**config.mk**
```make
export PLATFORM = sky130hd
export DESIGN_NAME = mauv_div_cell
export DESIGN_NICKNAME = d
export VERILOG_FILES = /design/src/rtl/mauv_pkg.sv /design/src/rtl/mauv_div_cell.sv
export SDC_FILE = /design/constraint.sdc
export NUM_CORES = 1
export LEC_CHECK = 0
export BUFFER_PORTS_ARGS = -buffer_cell sky130_fd_sc_hd__buf_2
export CORE_UTILIZATION = 42
export DETAILED_ROUTE_END_ITERATION = 8
export PLACE_DENSITY_LB_ADDON = 0.25
export SLEW_MARGIN = 20
export SYNTH_ARGS = -nofsm -noshare
export SYNTH_HDL_FRONTEND = slang
export SYNTH_SLANG_ARGS = --single-unit
export TNS_END_PERCENT = 10
```
**constraint.sdc**
```tcl
create_clock -name clock -period 17.32 [get_ports clock]
set_input_delay 5.196 -clock clock [delete_from_list [all_inputs] [get_ports clock]]
set_output_delay 5.196 -clock clock [all_outputs]
set_load 0.02 [all_outputs]
```
**src/rtl/mauv_pkg.sv**
```systemverilog
`timescale 1ns / 1ps
// ----------------------------------------------------------------------------
// mauv_pkg
// Shared types and constants for the molecule axis unit vector block.
// ----------------------------------------------------------------------------
package mauv_pkg;

   localparam int COORD_W = 32;                // position width, Q15.16
   localparam int D_W     = COORD_W + 2;       // doubled axis component, signed
   localparam int MAG_W   = D_W - 1;           // magnitude of a doubled component
   localparam int E_W     = 30;                // normalised magnitude, top bit at 29
   localparam int E_TOP   = E_W - 1;
   localparam int POS_W   = 6;                 // holds bit positions of MAG_W
   localparam int SQ_W    = 2 * E_W;           // one square
   localparam int SUM_W   = SQ_W + 2;          // sum of three squares
   localparam int ROOT_W  = SUM_W / 2;         // floor square root
   localparam int UNIT_W  = 16;

   localparam logic KIND_MIDPOINT = 1'b0;
   localparam logic KIND_BOND     = 1'b1;

   typedef struct packed {
      logic                      molecule_kind;
      logic signed [COORD_W-1:0] first_x;
      logic signed [COORD_W-1:0] first_y;
      logic signed [COORD_W-1:0] first_z;
      logic signed [COORD_W-1:0] second_x;
      logic signed [COORD_W-1:0] second_y;
      logic signed [COORD_W-1:0] second_z;
      logic signed [COORD_W-1:0] third_x;
      logic signed [COORD_W-1:0] third_y;
      logic signed [COORD_W-1:0] third_z;
      logic                      is_origin_step;
   } req_type;

   typedef struct packed {
      logic signed [UNIT_W-1:0] unit_x;
      logic signed [UNIT_W-1:0] unit_y;
      logic signed [UNIT_W-1:0] unit_z;
      logic                     record_as_initial;
      logic                     zero_length;
   } rsp_type;

   typedef struct packed {
      logic [2:0] neg;
      logic       zero;
      logic       origin;
   } flags_type;

   typedef struct packed {
      logic [2:0][E_W-1:0] e;
      flags_type           flags;
   } sqrt_side_type;

endpackage

```
**src/rtl/mauv_div_cell.sv**
```systemverilog
`timescale 1ns / 1ps
// ----------------------------------------------------------------------------
// mauv_div_cell
// One quotient bit for all three lanes of the restoring divider chain.
// ----------------------------------------------------------------------------
module mauv_div_cell #(
   parameter int NUM_W = 46,
   parameter int QUO_W = 16,
   parameter int STEP  = 0
) (
   input  logic                              clock,
   input  logic                              reset,
   input  logic                              in_valid,
   output logic                              in_ready,
   input  logic [2:0][NUM_W-1:0]             in_rem,
   input  logic [2:0][QUO_W-1:0]             in_quo,
   input  logic [mauv_pkg::ROOT_W-1:0]       in_div,
   input  mauv_pkg::flags_type               in_flags,
   output logic                              out_valid,
   input  logic                              out_ready,
   output logic [2:0][NUM_W-1:0]             out_rem,
   output logic [2:0][QUO_W-1:0]             out_quo,
   output logic [mauv_pkg::ROOT_W-1:0]       out_div,
   output mauv_pkg::flags_type               out_flags
);

   logic                          valid_ff;
   logic [2:0][NUM_W-1:0]         rem_ff, rem_in;
   logic [2:0][QUO_W-1:0]         quo_ff, quo_in;
   logic [mauv_pkg::ROOT_W-1:0]   div_ff;
   mauv_pkg::flags_type           flags_ff;
   logic [NUM_W-1:0]              shifted;

   assign in_ready = !valid_ff || out_ready;

   always_comb begin
      shifted = NUM_W'(in_div) << STEP;
      for (int i = 0; i < 3; i++) begin
         rem_in[i] = in_rem[i];
         quo_in[i] = in_quo[i];
         if (in_rem[i] >= shifted) begin
            rem_in[i] = in_rem[i] - shifted;
            quo_in[i] = in_quo[i] | (QUO_W'(1) << STEP);
         end
      end
   end

   always_ff @(posedge clock) begin
      if (reset) begin
         valid_ff <= 1'b0;
      end else if (in_ready) begin
         valid_ff <= in_valid;
      end
   end

   always_ff @(posedge clock) begin
      if (in_ready) begin
         rem_ff   <= rem_in;
         quo_ff   <= quo_in;
         div_ff   <= in_div;
         flags_ff <= in_flags;
      end
   end

   assign out_valid = valid_ff;
   assign out_rem   = rem_ff;
   assign out_quo   = quo_ff;
   assign out_div   = div_ff;
   assign out_flags = flags_ff;

endmodule

```
Yosys cells after proc, flatten, opt, wreduce, memory -nomap -nowiden

Cells that the tools add are included.

Bits in registers: 223
Input port bits: 226
Output and inout bits: 224
Word-level logic and storage cells: 25

Add/subtract/negate cells: 3
$lt $le $gt $ge: 3
Muxes and demuxes: 3
Reduce and logical (&&, ||, !) cells: 2

Operators by type and width:

| kind                                             | count |
|---|---|
| 46-bit by 31-bit >= comparator with 1-bit output | 3 |
| 46-bit two-way mux                               | 3 |
| 46-bit by 31-bit subtractor with 46-bit output   | 3 |
| 1-bit zero test                                  | 1 |
| 1-bit logical OR                                 | 1 |

Longest topological paths before layout

Depth in word-level cells: 2
Depth in mapped cells: 14
Mapped depth without buffers: 12

Least setup slack after synthesis

No wires, ideal clock.

Path type: input -> output
Start point: input out_ready
End point: output in_ready
Data arrival time: 10.673 ns
Data required time: 12.124 ns
Setup slack: 1.451 ns
Cell stages on the path: 1
Buffers on the path: 0
Cell sequence: nand2b_1

Cells in the longest elaborated chain, start to end: 1

RTL lines:

| what               | RTL line            | text |
|---|---|---|
| start: declaration | mauv_div_cell.sv:20 | `input logic out_ready,` |
| 1-bit logical OR   | mauv_div_cell.sv:34 | `assign in_ready = !valid_ff \|\| out_ready;` |
| end: declaration   | mauv_div_cell.sv:14 | `output logic in_ready,` |

No other way between the ends.

Worst setup path in the final report

Ends and elaborated chain as after synthesis.

==> metrics.cfg <==
[power]
p_comb_share_pct = 28.1
p_sw_share_pct = 32.31
cellLeakagePower_uw = 0.007723
seqPwrFrac_pct = 40.0
power.density_nw_per_um2 = 98.07
netSwitchingPower_uw = 570.5
intPower_uw = 1195
clkPwrFrac_pct = 31.9
peakVddDrop_mv = 0.07292

[floorplanning]
die_x_microns = 187.6
die_y_microns = 187.6
initial_core_util_pct = 42.91
core_area_sq_um = 33700
placementRows = 67
num_io_pins = 450
die-area_sq_um = 35180

[critical_path]
cp.required_ns = 12.12
startpoint = out_ready
reg2regPathDepth = 3
slowest_delay_ns = 0.44
regToRegSetupSlack_ns = 14.76
cp-end-kind = output port
criticalPathCategory = in -> out
timing.rr.start = out_valid$_SDFFE_PP0P_
cp.buffers_inverters = 2
cpMaxStageDelayCell = nand2b_4
start_kind = primary input
r2r-end = out_rem[96]$_DFFE_PP_
crit_chain = buf_2 > nand2b_4 > buf_2
critPathArrivalTime_ns = 5.99
crit_path_frequent_cell = buf_2
cp_top_family = simple AND/OR/NAND/NOR gates
path_depth = 3
cp-endpoint = in_ready
worstPathMaxFanout = 36

[cts]
clk_pin_slew_ns = 0.06
ctsHoldBuffers = 0
clock_latency_ns = 0.54
cts_buffers = 26
clockBufferDepth = 3
numClockSinks = 223
post-cts-setup-buffers = 0
cts_max_level = 1
cts_resized = 0
cts_root_buffer = clkbuf_16
cts_tree = yes

[detailed_routing]
drtPass1Iterations = 6
drt_wl_total_microns = 48460
wire_per_inst_microns = 20.80
drc = 0
post_drt_via_cell_ratio = 5.608
final_antenna_net_count = 0
first_iter_violations = 882
vias = 13070

[sta]
hold_viol = 0
totalNegativeSetupSlack_ns = 0
fin_worst_skew_ns = 0.01155
finalCritPeriodShare_pct = 64.60
setup_violations = 0
fmax_mhz = 89.38
slew_headroom_pct = 32.49
maxSlewViolCount = 0
period_needed_ns = 11.19
tightest_slew_ns = 1.013
rsz0062_at_grt = no

[synth]
synth_area_leader_cell = edfxtp_1
muxShareOfSynthArea_pct = 1.765
synthAdderAreaFrac_pct = 8.462
ys_seq_area_share_pct = 46.24
ys_types = 77
synth_simple_gate_area_share_pct = 14.90
synth_common_cells = edfxtp_1 (222), a21oi_1 (159), nand2_1 (115), nor2_1 (107), ha_1 (93)
synth_top_area_share_pct = 46.10
synth_compound_area_share_pct = 17.83
syn-num-nets = 1742
async_flop_share_pct = 0
synthTopCellsByArea = edfxtp_1 (46%), ha_1 (8.0%), a21oi_1 (5.5%), xnor2_1 (4.4%), xor2_1 (3.2%)
netlist_instances = 1420
netlist_area_sq_um = 14460
synth.most_common_cell = edfxtp_1
synth.avg_cell_area_sq_um = 10.18
synth_top_family_by_area = compound AO/OA/AOI/OAI gates
synth_edf_count = 222
yosys_most_used_dff = edfxtp_1
yosys_warnings = 0
synth-xor-area-share_pct = 7.632
synth-seq-cells = 223

[cells_and_area]
fillers = 3167
drive_gt1_share_pct = 28.92
layout.nets = 2177
area_delta_synth_final_pct = 24.51
final_cells = 2330

[global_routing]
grt_use_total_pct = 26.58
grt_pass1_vias = 12610
antenna_found_initial = 10
grt_pass1_wl_microns = 71970
overflow = 0
grt_max_degree = 79

[outcome]
outcome = complete, no violations

[hold_path]
worstHoldPathType = reg -> reg

[placement]
place_congestion = 0.9310
hpwl_microns = 38580
place_inst = 2274
io_buffers = 449

[job]
maxCapViolCount = 0

-- worst reg2reg max path, stage by stage (launching register included) --
cell,delay (ns)
dfxtp_1,0.33
nand2b_4,0.40
buf_4,0.62
buf_4,0.81
-- metal layers --
layer	up-vias	part of all wire (%)	track usage [%]
met5	-	0.080	0
li1	6242	-	-
met2	567	49	46.52
met4	6	3.5	9.412
met3	98	7.8	6.083
met1	6153	39	31.87
-- worst min path at each step --
stage                           start                      to  slack (ns)  depth (start not counted)
3_5_place_dp   out_valid$_SDFFE_PP0P_  out_valid$_SDFFE_PP0P_        0.93                          2
5_1_grt        out_valid$_SDFFE_PP0P_  out_valid$_SDFFE_PP0P_        1.02                          2
4_1_cts        out_valid$_SDFFE_PP0P_  out_valid$_SDFFE_PP0P_        0.94                          2
3_3_place_gp   out_valid$_SDFFE_PP0P_  out_valid$_SDFFE_PP0P_        0.89                          2
6_report       out_valid$_SDFFE_PP0P_  out_valid$_SDFFE_PP0P_        0.93                          2
2_1_floorplan                   reset  out_valid$_SDFFE_PP0P_        5.27                          1
-- state kept, by name, summed over array words and instances, names as in the netlist --
| register | flops |
|---|---|
| out_div | 31 |
| out_quo | 48 |
| out_flags | 5 |
| out_valid | 1 |
| out_rem | 138 |
-- metrics by stage --
step	worst slack, ns	util, %	hold slack, ns	power (uW)	instance area (sq um)
after floorplan	1.451	-	5.265	1034	14460
after global placement	6.118	50.72	0.8905	1206	17090
after detailed placement	6.122	50.72	0.9317	1209	17090
after CTS	6.113	53.31	0.9434	1779	17960
after global routing	6.042	53.40	1.023	1839	17990
final	6.132	53.43	0.9300	1766	18000
-- layout make-up --
cell class | count | area (sq um) | share of cell area (%)
Clock buffer | 34 | 711.9 | 3.954
Timing Repair Buffer | 455 | 2305 | 12.80
Sequential cell | 223 | 6686 | 37.14
Multi-Input combinational cell | 1089 | 7336 | 40.74
Clock inverter | 13 | 160.2 | 0.8895
Inverter | 60 | 225.2 | 1.251
Antenna cell | 8 | 20.02 | 0.1112
Tap cell | 448 | 560.5 | 3.113
-- cells by family (layout without fill, tap and decap cells) --
group / count (synthesis) / after routing
and+or+nand+nor: 428 / 428
DFF: 223 / 223
AOI/OAI and AO/OA: 417 / 417
other: 0 / 8
buffers and inverters: 108 / 562
xor gates and xnor gates: 126 / 126
adders and majority gates: 96 / 96
muxes: 22 / 22
-- layout by cell type (no fill, tap or decap), drive strengths merged, types with 34 or more instances in the layout --
| master | synthesis | layout |
|---|---|---|
| a21oi | 159 | 159 |
| inv | 60 | 61 |
| xnor2 | 73 | 73 |
| nand2 | 116 | 116 |
| o21ai | 87 | 87 |
| nor2 | 107 | 107 |
| xor2 | 53 | 53 |
| ha | 93 | 93 |
| clkbuf | 27 | 34 |
| edfxtp | 222 | 222 |
| a21o | 41 | 41 |
| buf | 21 | 455 |
-- power groups by stage --
stage,clock [uW],sequential [uW],combinational [uW]
6_report,563,705,497
5_1_grt,594,710,535
4_1_cts,577,707,496
3_5_place_dp,0,716,493
3_3_place_gp,0,716,491
2_1_floorplan,0,812,222
Note: power is estimated with default switching activity, not from simulation.
