## config.mk

```make
export PLATFORM = sky130hd
export DESIGN_NAME = mauv_sqrt_cell
export DESIGN_NICKNAME = d
export VERILOG_FILES = /design/src/rtl/mauv_pkg.sv /design/src/rtl/mauv_sqrt_cell.sv
export SDC_FILE = /design/constraint.sdc
export NUM_CORES = 1
export LEC_CHECK = 0
export BUFFER_PORTS_ARGS = -buffer_cell sky130_fd_sc_hd__buf_4
export CORE_UTILIZATION = 30
export CTS_BUF_LIST = sky130_fd_sc_hd__clkbuf_16
export CTS_CLUSTER_DIAMETER = 30
export DETAILED_ROUTE_END_ITERATION = 7
export PLACE_DENSITY_LB_ADDON = 0.3
export SLEW_MARGIN = 20
export SYNTH_ARGS = -nofsm -noshare
export SYNTH_HDL_FRONTEND = slang
export SYNTH_SLANG_ARGS = --single-unit
```

## constraint.sdc

```tcl
create_clock -name clock -period 7.7 [get_ports clock]
set_input_delay 1.54 -clock clock [delete_from_list [all_inputs] [get_ports clock]]
set_output_delay 1.54 -clock clock [all_outputs]
set_load 0.05 [all_outputs]
```

## src/rtl/mauv_pkg.sv

```systemverilog
`timescale 1ns / 1ps
// ----------------------------------------------------------------------------
// mauv_pkg
// Shared types and constants for the molecule axis unit vector block.
// ----------------------------------------------------------------------------
package mauv_pkg;

   localparam int COORD_W = 32;                // position width, Q15.16
   localparam int D_W     = COORD_W + 2;       // doubled axis component, signed
   localparam int MAG_W   = D_W - 1;           // magnitude of a doubled component
   localparam int E_W     = 30;                // normalised magnitude, top bit at 29
   localparam int E_TOP   = E_W - 1;
   localparam int POS_W   = 6;                 // holds bit positions of MAG_W
   localparam int SQ_W    = 2 * E_W;           // one square
   localparam int SUM_W   = SQ_W + 2;          // sum of three squares
   localparam int ROOT_W  = SUM_W / 2;         // floor square root
   localparam int UNIT_W  = 16;

   localparam logic KIND_MIDPOINT = 1'b0;
   localparam logic KIND_BOND     = 1'b1;

   typedef struct packed {
      logic                      molecule_kind;
      logic signed [COORD_W-1:0] first_x;
      logic signed [COORD_W-1:0] first_y;
      logic signed [COORD_W-1:0] first_z;
      logic signed [COORD_W-1:0] second_x;
      logic signed [COORD_W-1:0] second_y;
      logic signed [COORD_W-1:0] second_z;
      logic signed [COORD_W-1:0] third_x;
      logic signed [COORD_W-1:0] third_y;
      logic signed [COORD_W-1:0] third_z;
      logic                      is_origin_step;
   } req_type;

   typedef struct packed {
      logic signed [UNIT_W-1:0] unit_x;
      logic signed [UNIT_W-1:0] unit_y;
      logic signed [UNIT_W-1:0] unit_z;
      logic                     record_as_initial;
      logic                     zero_length;
   } rsp_type;

   typedef struct packed {
      logic [2:0] neg;
      logic       zero;
      logic       origin;
   } flags_type;

   typedef struct packed {
      logic [2:0][E_W-1:0] e;
      flags_type           flags;
   } sqrt_side_type;

endpackage

```

## src/rtl/mauv_sqrt_cell.sv

```systemverilog
`timescale 1ns / 1ps
// ----------------------------------------------------------------------------
// mauv_sqrt_cell
// One root bit of the square root chain: trial subtract, register, hand on.
// ----------------------------------------------------------------------------
module mauv_sqrt_cell #(
   parameter int STEP = 0
) (
   input  logic                              clock,
   input  logic                              reset,
   input  logic                              in_valid,
   output logic                              in_ready,
   input  logic [mauv_pkg::SUM_W-1:0]        in_rem,
   input  logic [mauv_pkg::ROOT_W-1:0]       in_root,
   input  mauv_pkg::sqrt_side_type           in_side,
   output logic                              out_valid,
   input  logic                              out_ready,
   output logic [mauv_pkg::SUM_W-1:0]        out_rem,
   output logic [mauv_pkg::ROOT_W-1:0]       out_root,
   output mauv_pkg::sqrt_side_type           out_side
);

   logic                          valid_ff;
   logic [mauv_pkg::SUM_W-1:0]    rem_ff,  rem_in;
   logic [mauv_pkg::ROOT_W-1:0]   root_ff, root_in;
   mauv_pkg::sqrt_side_type       side_ff;
   logic [mauv_pkg::SUM_W-1:0]    trial;

   assign in_ready = !valid_ff || out_ready;

   // remainder holds S - root^2; trial is (2*root + 2^STEP) * 2^STEP
   always_comb begin
      trial   = (mauv_pkg::SUM_W'(in_root) << (STEP + 1))
              | (mauv_pkg::SUM_W'(1) << (2 * STEP));
      rem_in  = in_rem;
      root_in = in_root;
      if (in_rem >= trial) begin
         rem_in  = in_rem - trial;
         root_in = in_root | (mauv_pkg::ROOT_W'(1) << STEP);
      end
   end

   always_ff @(posedge clock) begin
      if (reset) begin
         valid_ff <= 1'b0;
      end else if (in_ready) begin
         valid_ff <= in_valid;
      end
   end

   always_ff @(posedge clock) begin
      if (in_ready) begin
         rem_ff  <= rem_in;
         root_ff <= root_in;
         side_ff <= in_side;
      end
   end

   assign out_valid = valid_ff;
   assign out_rem   = rem_ff;
   assign out_root  = root_ff;
   assign out_side  = side_ff;

endmodule

```

After elaboration in Yosys (flattened, before gate mapping). Index checks and enable logic that the tools add are counted.

$add $sub $neg: 1. $mul: 0. Div/mod/pow operators: 0. Magnitude comparators: 1. Eq/ne operators: 0. Shift-type cells: 0. Multiplexer cells: 1. Bitwise operators: 0. Reductions and logical operators: 2.

Operators by type and width (number): >= comparator 62 x 32 -> 1 bit (1); 2-to-1 mux 62 bit (1); subtractor 62 x 32 -> 62 bit (1); logical NOT 1 bit (1); logical OR 1 bit (1).

Register bits: 189. Latch bits: 0. Memory bits (writable): 0. Memory bits (read-only): 0. Memories kept: 0.

Depth between registers and ports, before layout. Gate-level depths: netlist (run 1).

Depth after elaboration: 2. Mapped depth: 13.

Worst setup path before layout (run 1). Ideal clock, no wire load.

Path type: in2out. Start point: in out_ready. End point: out in_ready. Arrival time: 6.419 ns. Required time: 6.160 ns. Slack: -0.259 ns. Stages: 1. Path through: nand2b_1.

Cells in the longest elaborated chain, start to end: 1.

Ends and longest elaborated chain: start, declared (RTL line mauv_sqrt_cell.sv:17) `input logic out_ready,`; logical OR 1 bit (RTL line mauv_sqrt_cell.sv:29) `assign in_ready = !valid_ff || out_ready;`; end, declared (RTL line mauv_sqrt_cell.sv:12) `output logic in_ready,`.

No other way between the ends.

Final worst setup path (run 1).
Start point: in in_root[0] in the netlist's numbering. End point: reg rem_ff, in the netlist out_rem[37] (data pin).

Cells in the longest elaborated chain, start to end: 2.

Ends and longest elaborated chain: start, declared (RTL line mauv_sqrt_cell.sv:14) `input logic [mauv_pkg::ROOT_W-1:0] in_root,`; subtractor 62 x 32 -> 62 bit / >= comparator 62 x 32 -> 1 bit (equally long branches) (RTL line mauv_sqrt_cell.sv:38, mauv_sqrt_cell.sv:37); 2-to-1 mux 62 bit * (RTL line mauv_sqrt_cell.sv:37) `if (in_rem >= trial) begin`; named net rem_in, one bit (RTL line mauv_sqrt_cell.sv:24) `logic [mauv_pkg::SUM_W-1:0] rem_ff, rem_in;`; end signal, assigned (RTL line mauv_sqrt_cell.sv:53) `rem_ff <= rem_in;`; end, declared (RTL line mauv_sqrt_cell.sv:24).

The timed path passes the listed nets; every way through them passes the cells marked *. A chain may end at the register's enable or synchronous reset.

==> results.cfg, run 1 <==
[drt]
via_count = 7258
wirelength_um = 30200
dr.pass1.iters = 5
drcViolationCount = 0
first_iter_violations = 479
vias_per_cell = 4.81
wl_per_cell_um = 20.0
antenna_left = 0

[floorplan]
io_pins = 382
start_util_pct = 30.5
core-area_um2 = 29600
die_y_um = 176
die_x_um = 176
dieArea_um2 = 30800
rows = 63

[power_and_ir_drop]
p_leak_nw = 5.42
power_density_nw_per_um2 = 237
ir_drop_mv = 0.134

[worst_setup_path]
worstSetupStartpointType = primary input
path_max_fanout = 4
path_cells = buf_4 -> inv_1 -> ha_1 -> a211oi_1 -> o21ai_0 -> o21ai_0 -> a21oi_1 -> a2111oi_0 -> o221ai_1 -> nor4b_1 -> xor2_1
cpMostUsedCell = o21ai_0
reg2reg_from = out_valid
path_class = in2reg
critPathMaxStageDelay_ps = 760
cp-end-kind = flop
cp-startpoint = in_root[0]
cp_data_arrival_time_ps = 4910
r2r_slack_ps = 5650
cp.required_ps = 7890
cp_slowest_cell = a2111oi_0

[timing]
rsz0062_at_grt = false
slew_violations = 0
setup_viol = 0
hold_viol = 0
finalCritPeriodShare_pct = 61.3
fin_tns_setup_ps = 0
fmax_mhz = 212
skew_ps = 7.16
relSlewSlack_pct = 29.1
min_period_ps = 4720
worst_slew_pin_slew_ps = 1060

[hold_path]
hold_path_class = reg2reg
worst_hold_startpoint = out_valid

[finish]
final_cell_area_um2 = 12900
final_cell_count_no_fill = 1510
final_common_cell = buf_4
nets = 1331
syn_to_final_growth_pct = 42.9
drive_above_1_share_pct = 39.8
final_cell_mix = 385 x buf_4, 188 x edfxtp_1, 71 x nand2_1

[grt]
grt_max_degree = 84
grt_busiest_layer = met2
grt_pass1_wl_um = 43300
grt_use_met1_pct = 22.1
track_usage_pct = 19.3
overflow = 0
met2_usage_pct = 35.1
grt_pass1_vias = 7079
grtUsageMet3_pct = 4.42
antenna_found_initial = 1

[synthesis]
synth-seq-area-share_pct = 62.7
ys_types = 66
synth_edf_count = 188
ys_ff_latch = 189
synth_async_sr_flop_share_pct = 0
yosysWarnings = 0
postSynthAreaPerCell_um2 = 12.5
synth_nets = 950
synth_area_um2 = 9040
netlist_instances = 725
synth_flop_cell = edfxtp_1

[clock_network]
htree_levels = 4
clk_pin_slew_worst_paths_ps = 80
numClockSinks = 189
cts_buffers = 17
cts_root_buffer = clkbuf_16
clk_latency_ps = 450
cts_resized = 0
cts_hold_buf = 0
clock_path_buffers = 2
tritoncts = yes
post-cts-setup-buffers = 0

[place]
portBuffers = 381
place.gp.congestion = 0.838
dp.cells = 1477
post_dp_cell_area_um2 = 12300
dp_hpwl_um = 24000

[flow_run]
maxCapViolCount = 0

[run_status]
outcome = complete, no violations
==> kinds of logic after synthesis <==
kind of cell / after synthesis / share of synthesized area (%)
AO/OA/AOI/OAI: 157 / 10.6
AND/OR/NAND/NOR: 217 / 12.7
buffers and inverters: 69 / 3.53
flip-flops: 189 / 62.7
XOR/XNOR: 60 / 5.81
adder cells (fa/ha/maj): 33 / 4.65
==> routing by layer <==
layer	vias up	routed length (um)
li1	3467	-
met1	3513	11800
met2	255	16000
met3	23	1810
met4	0	517
met5	-	0
==> cell type report <==
cell class	count	area (um2)
inverters	46	173
clock inverters	15	201
fillers	2802	16700
diodes	1	2.50
multi-input cells	467	3070
well taps	390	488
repair buffers	385	2890
flip-flops and latches	189	5670
clock buffers	17	425
==> sequential cells by signal, summed over array words and instances (netlist names) <==
signal / count
out_root: 31
out_valid: 1
out_side: 95
out_rem: 62
==> stage by stage <==
stage | util, % | worst slack, ps | power [W] | hold slack [ps]
2_1_floorplan | - | 2040 | 0.00183 | 1610
3_3_place_gp | 41.5 | 2650 | 0.00213 | 891
3_5_place_dp | 41.5 | 2560 | 0.00214 | 911
4_1_cts | 43.6 | 3040 | 0.00309 | 926
5_1_grt | 43.6 | 2790 | 0.00317 | 952
6_report | 43.6 | 2980 | 0.00306 | 877
==> synthesized netlist by cell type (8+ instances only) <==
cell / number / area share, %
edfxtp_1: 188 / 62
nand2_1: 71 / 2.9
o21ai_0: 53 / 2.9
a21oi_1: 49 / 2.7
inv_1: 46 / 1.9
xor2_1: 37 / 3.6
nor2_1: 36 / 1.5
ha_1: 32 / 4.4
xnor2_1: 23 / 2.2
nor3_1: 21 / 1.2
nand4_1: 13 / 0.90
a21o_1: 10 / 0.83
or3_1: 10 / 0.69
nand3_1: 9 / 0.50
nor4_1: 9 / 0.62
clkbuf_1: 8 / 0.33
o211ai_1: 8 / 0.66
==> critical path, delay by kind of cell <==
kind            cells  cell delay, ps
compound gates      6            2370
xor+xnor            1             100
fa+ha+maj           1             300
buf+inv             2             150
simple gates        1             430
==> final timing paths <==
path         cells past startpoint      endpoint
min reg2reg                      2     out_valid
max reg2reg                      2  out_side[16]
min                              2     out_valid
max                             11   out_rem[37]
==> where the power goes <==
group          internal (W)  leakage, nW  switching (W)
registers           0.00125         1.95      0.0000292
clock network      0.000523        0.301       0.000427
logic              0.000264         3.17       0.000570
No activity file was read; power rests on OpenSTA's default activity.
==> run 2, diff against run 1 <==
==> constraint.sdc (replaced) <==
create_clock -name clock -period 3.85 [get_ports clock]
set_input_delay 0.77 -clock clock [delete_from_list [all_inputs] [get_ports clock]]
set_output_delay 0.77 -clock clock [all_outputs]
set_load 0.05 [all_outputs]
==> results.cfg, run 2 (same netlist as run 1, synthesis figures left out) <==
[floorplan]
start_util_pct = 30.5
io_pins = 382
die_y_um = 176
rows = 63
die_x_um = 176
dieArea_um2 = 30800
core-area_um2 = 29600

[place]
post_dp_cell_area_um2 = 12700
place.gp.congestion = 0.886
dp_hpwl_um = 24300
place_ws_ps = -104
portBuffers = 381

[grt]
antenna_found_initial = 1
grt_pass1_vias = 7389
overflow = 0
grt_pass1_wl_um = 44300
grt_max_degree = 146
track_usage_pct = 19.4

[worst_setup_path]
path_class = in2reg
cp-end-kind = flop
cp_data_arrival_time_ps = 3590
reg2reg_from = out_valid
worstSetupStartpointType = primary input
cp.required_ps = 4020
reg2reg_depth = 2
path_max_fanout = 3
r2r-end = out_root[5]
r2r_slack_ps = 2270

[clock_network]
cts_root_buffer = clkbuf_16
numClockSinks = 189
tritoncts = yes
cts_hold_buf = 0
htree_levels = 4
clk_pin_slew_worst_paths_ps = 80
clk_latency_ps = 440
cts_buffers = 17
clock_path_buffers = 2
cts_resized = 0
post-cts-setup-buffers = 0

[drt]
wl_per_cell_um = 19.6
wl_met3_um = 1980
wl_met1_um = 11800
dr.pass1.iters = 7
drcViolationCount = 0
wirelength_um = 30500
first_iter_violations = 548
routed.top_layer = met4
vias_per_cell = 4.78
met2WireLength_um = 15800
antenna_left = 0
via_count = 7454

[finish]
final_cell_mix = 430 x buf_4, 188 x edfxtp_1, 71 x nand2_1
syn_to_final_growth_pct = 47.1
final_cell_area_um2 = 13300
nets = 1379
drive_above_1_share_pct = 42.3
final_common_cell = buf_4
largest_reg_flops = 95

[timing]
fin_tns_setup_ps = 0
skew_ps = 6.35
finalCritPeriodShare_pct = 88.8
slew_violations = 0
rsz0062_at_grt = false
setup_viol = 0
worst_slew_pin_slew_ps = 795
hold_viol = 0
relSlewSlack_pct = 47.0
min_period_ps = 3420
fmax_mhz = 293
layout_setup_ws_ps = 432
hold_ws_ps = 478

[power_and_ir_drop]
p_int_w = 0.00395
clock_power_share_pct = 29.9
p_leak_nw = 5.66
total_power_w = 0.00610
ir_drop_mv = 0.287
power_density_nw_per_um2 = 459
power.share.switching_pct = 35.3
seqPwrFrac_pct = 41.7
combPwrFrac_pct = 28.3
p_sw_w = 0.00215

[hold_path]
hold_path_class = in2reg
hold_path_depth = 2
holdPathEnd = out_valid
worst_hold_startpoint = reset

[flow_run]
maxCapViolCount = 0

[run_status]
outcome = complete, no violations
==> run 2: worst max-delay path by stage <==
| stage | start | to |
|---|---|---|
| final | in_root[0] | out_rem[41] |
| after detailed placement | in_rem[1] | out_rem[41] |
| after global routing | in_rem[1] | out_rem[41] |
| after CTS | in_rem[1] | out_rem[41] |
| after floorplan | in_root[16] | out_rem[43] |
| after global placement | in_rem[1] | out_rem[41] |
==> run 2: power by group through the flow <==
| stage | Sequential, W | Combinational (W) | Clock [W] |
|---|---|---|---|
| finish | 0.00255 | 0.00173 | 0.00183 |
| CTS | 0.00255 | 0.00174 | 0.00187 |
| floorplan | 0.00328 | 0.000377 | 0 |
| global route | 0.00257 | 0.00182 | 0.00192 |
| detailed placement | 0.00259 | 0.00173 | 0 |
| global placement | 0.00259 | 0.00173 | 0 |
==> run 2: area by class of cell <==
| cell class | count | area (um2) |
|---|---|---|
| Tap cell | 390 | 488 |
| Clock inverter | 15 | 190 |
| Clock buffer | 17 | 425 |
| Sequential cell | 189 | 5670 |
| Inverter | 46 | 173 |
| Timing Repair Buffer | 433 | 3290 |
| Multi-Input combinational cell | 467 | 3070 |
| Fill cell | 2798 | 16300 |
| Antenna cell | 1 | 2.50 |
==> run 2: layer usage <==
metal	vias up	GRT usage [%]
met4	0	7.93
met1	3572	22.6
met3	37	4.46
met5	-	0
li1	3563	-
met2	282	34.0
==> run 2: worst max-delay path: stages <==
cell and delay (ps):
buf_4 100, inv_1 50, ha_1 310, a211oi_1 270, o21ai_0 260, o21ai_0 220, buf_4 150, a21oi_1 110
a2111oi_0 390, buf_4 190, o221ai_1 220, nor4b_1 440, xor2_1 120
==> run 2: through the flow <==
stage          std cells  util [%]
6_report            1558      44.9
5_1_grt             1558      44.9
4_1_cts             1557      44.9
3_5_place_dp        1525      42.8
3_3_place_gp        1525      42.8
2_1_floorplan        725         -
==> run 3, diff against run 2 <==
--- a/config.mk
+++ b/config.mk
@@ -5,6 +5,7 @@
 export SDC_FILE = /design/constraint.sdc
 export NUM_CORES = 1
 export LEC_CHECK = 0
+export ABC_AREA = 1
 export BUFFER_PORTS_ARGS = -buffer_cell sky130_fd_sc_hd__buf_4
 export CORE_UTILIZATION = 30
 export CTS_BUF_LIST = sky130_fd_sc_hd__clkbuf_16
==> results.cfg, run 3 <==
[timing]
finalCritPeriodShare_pct = 71.7
worst_slew_pin_slew_ps = 807
fin_tns_setup_ps = 0
slew_violations = 0
setup_viol = 0
relSlewSlack_pct = 46.2
skew_ps = 7.13
hold_viol = 0
layout_setup_ws_ps = 1090
rsz0062_at_grt = false
fmax_mhz = 362
hold_ws_ps = 458
min_period_ps = 2760

[place]
place_ws_ps = 579
post_dp_cell_area_um2 = 13900
place.gp.congestion = 0.942
portBuffers = 381
dp_hpwl_um = 30200

[floorplan]
core-area_um2 = 34500
start_util_pct = 30.4
die_y_um = 189
dieArea_um2 = 35700
io_pins = 382
die_x_um = 189
rows = 68

[power_and_ir_drop]
p_leak_nw = 7.05
ir_drop_mv = 0.352
power_density_nw_per_um2 = 427

[drt]
wl_per_cell_um = 17.7
dr.pass1.iters = 5
wirelength_um = 37100
vias_per_cell = 4.47
antenna_left = 0
first_iter_violations = 593
drcViolationCount = 0
via_count = 9348

[synthesis]
synth_common_cells = 456 x nand2_1, 211 x inv_1, 188 x edfxtp_1
netlist_instances = 1227
ys_ff_latch = 189
yosysWarnings = 0
synth.area.top_cells = edfxtp_1 54%, nand2_1 16%, inv_1 7.6%
synth_nets = 1452
ys_types = 36
synth_edf_count = 188
synth_most_common_cell = nand2_1
postSynthAreaPerCell_um2 = 8.54
yosysTopAreaCell = edfxtp_1
synth_flop_cell = edfxtp_1
synth-seq-area-share_pct = 54.1
synth_async_sr_flop_share_pct = 0
synth.top_cell.area_share_pct = 53.9
synth_area_um2 = 10500

[finish]
final_cell_area_um2 = 14500
final-seq-area_um2 = 5670
final_cell_mix = 455 x nand2_1, 382 x buf_4, 215 x inv_1
largest_reg_flops = 95
final_util_pct = 42.1
fill_cells = 3472
nets = 1846
drive_above_1_share_pct = 29.4
syn_to_final_growth_pct = 38.4
final_common_cell = nand2_1
multi_input_comb_area_um2 = 3900

[worst_setup_path]
critical-path-top-delay-family = simple AND/OR/NAND/NOR gates
cp-end-kind = flop
path_max_fanout = 56
path_class = in2reg
critPathMaxStageDelay_ps = 380
r2r_slack_ps = 1960
path_cells = buf_4 -> ha_1 -> a21oi_2 -> inv_2 -> nor2_2 -> nand2_1 -> nor2_2 -> nand3_2 -> a21oi_4 -> nand2_8 -> inv_4 -> buf_12 -> a21oi_2
worstSetupStartpointType = primary input
cp_data_arrival_time_ps = 2960
cp_slowest_cell = ha_1
cp.required_ps = 4050
worst-path-buf-inv = 4

[clock_network]
cts_resized = 0
post-cts-setup-buffers = 0
htree_levels = 4
cts_hold_buf = 0
cts_buffers = 17
clock_path_buffers = 2
cts_root_buffer = clkbuf_16
clk_latency_ps = 450
clk_pin_slew_worst_paths_ps = 80
tritoncts = yes
numClockSinks = 189

[grt]
met2_usage_pct = 34.7
grtUsageMet3_pct = 5.67
grt_use_met1_pct = 26.0
antenna_found_initial = 2
track_usage_pct = 20.8
grt_pass1_wl_um = 54300
grt_pass1_vias = 9076
overflow = 0
grt_max_degree = 132
grt_busiest_layer = met2

[run_status]
outcome = complete, no violations

[flow_run]
maxCapViolCount = 0

[hold_path]
hold_path_class = in2reg
[run 3: final timing paths]
path,cells after the start,to,startpoint
setup / recovery,13,out_rem[40],in_rem[31]
hold / removal,2,out_valid,reset
setup reg to reg,2,out_side[80],out_valid
hold reg to reg,2,out_valid,out_valid
[run 3: layout make-up]
| type | instances | area share, % |
|---|---|---|
| clock buffers | 17 | 2.93 |
| flip-flops and latches | 189 | 39.1 |
| repair buffers | 384 | 20.1 |
| inverters | 226 | 5.87 |
| well taps | 455 | 3.93 |
| clock inverters | 15 | 1.21 |
| diodes | 1 | 0.0173 |
| multi-input cells | 803 | 26.9 |
[run 3: power breakdown]
part	leakage, nW	internal (W)	total [W]	switching (W)
sequential	1.95	0.00249	0.00255	0.0000583
clock	0.301	0.00102	0.00185	0.000828
combinational	4.79	0.000539	0.00179	0.00125
total	7.05	0.00405	0.00619	0.00214
[run 3: cells by family after synthesis]
kind of cell    count (synthesis)  synth area share [%]
xor+xnor                       26                  2.17
flops                         189                  54.1
simple gates                  680                  26.9
buf+inv                       235                  8.82
compound gates                 64                  4.04
fa+ha+maj                      33                  4.01
[run 3: worst register-to-register path, cell delays in order, from the launching register on]
cell	delay, ps
dfxtp_1	360
nand2_8	380
buf_12	580
[run 3: metrics by stage]
| stage | total power [W] | instances |
|---|---|---|
| floorplan | 0.00371 | 1227 |
| global placement | 0.00439 | 2057 |
| detailed placement | 0.00439 | 2057 |
| CTS | 0.00626 | 2089 |
| global route | 0.00643 | 2090 |
| finish | 0.00619 | 2090 |
[run 3: layer usage]
layer | wire (um) | vias up
met5 | 13 | -
met1 | 15900 | 4333
li1 | - | 4655
met3 | 2560 | 38
met4 | 864 | 2
met2 | 17700 | 320
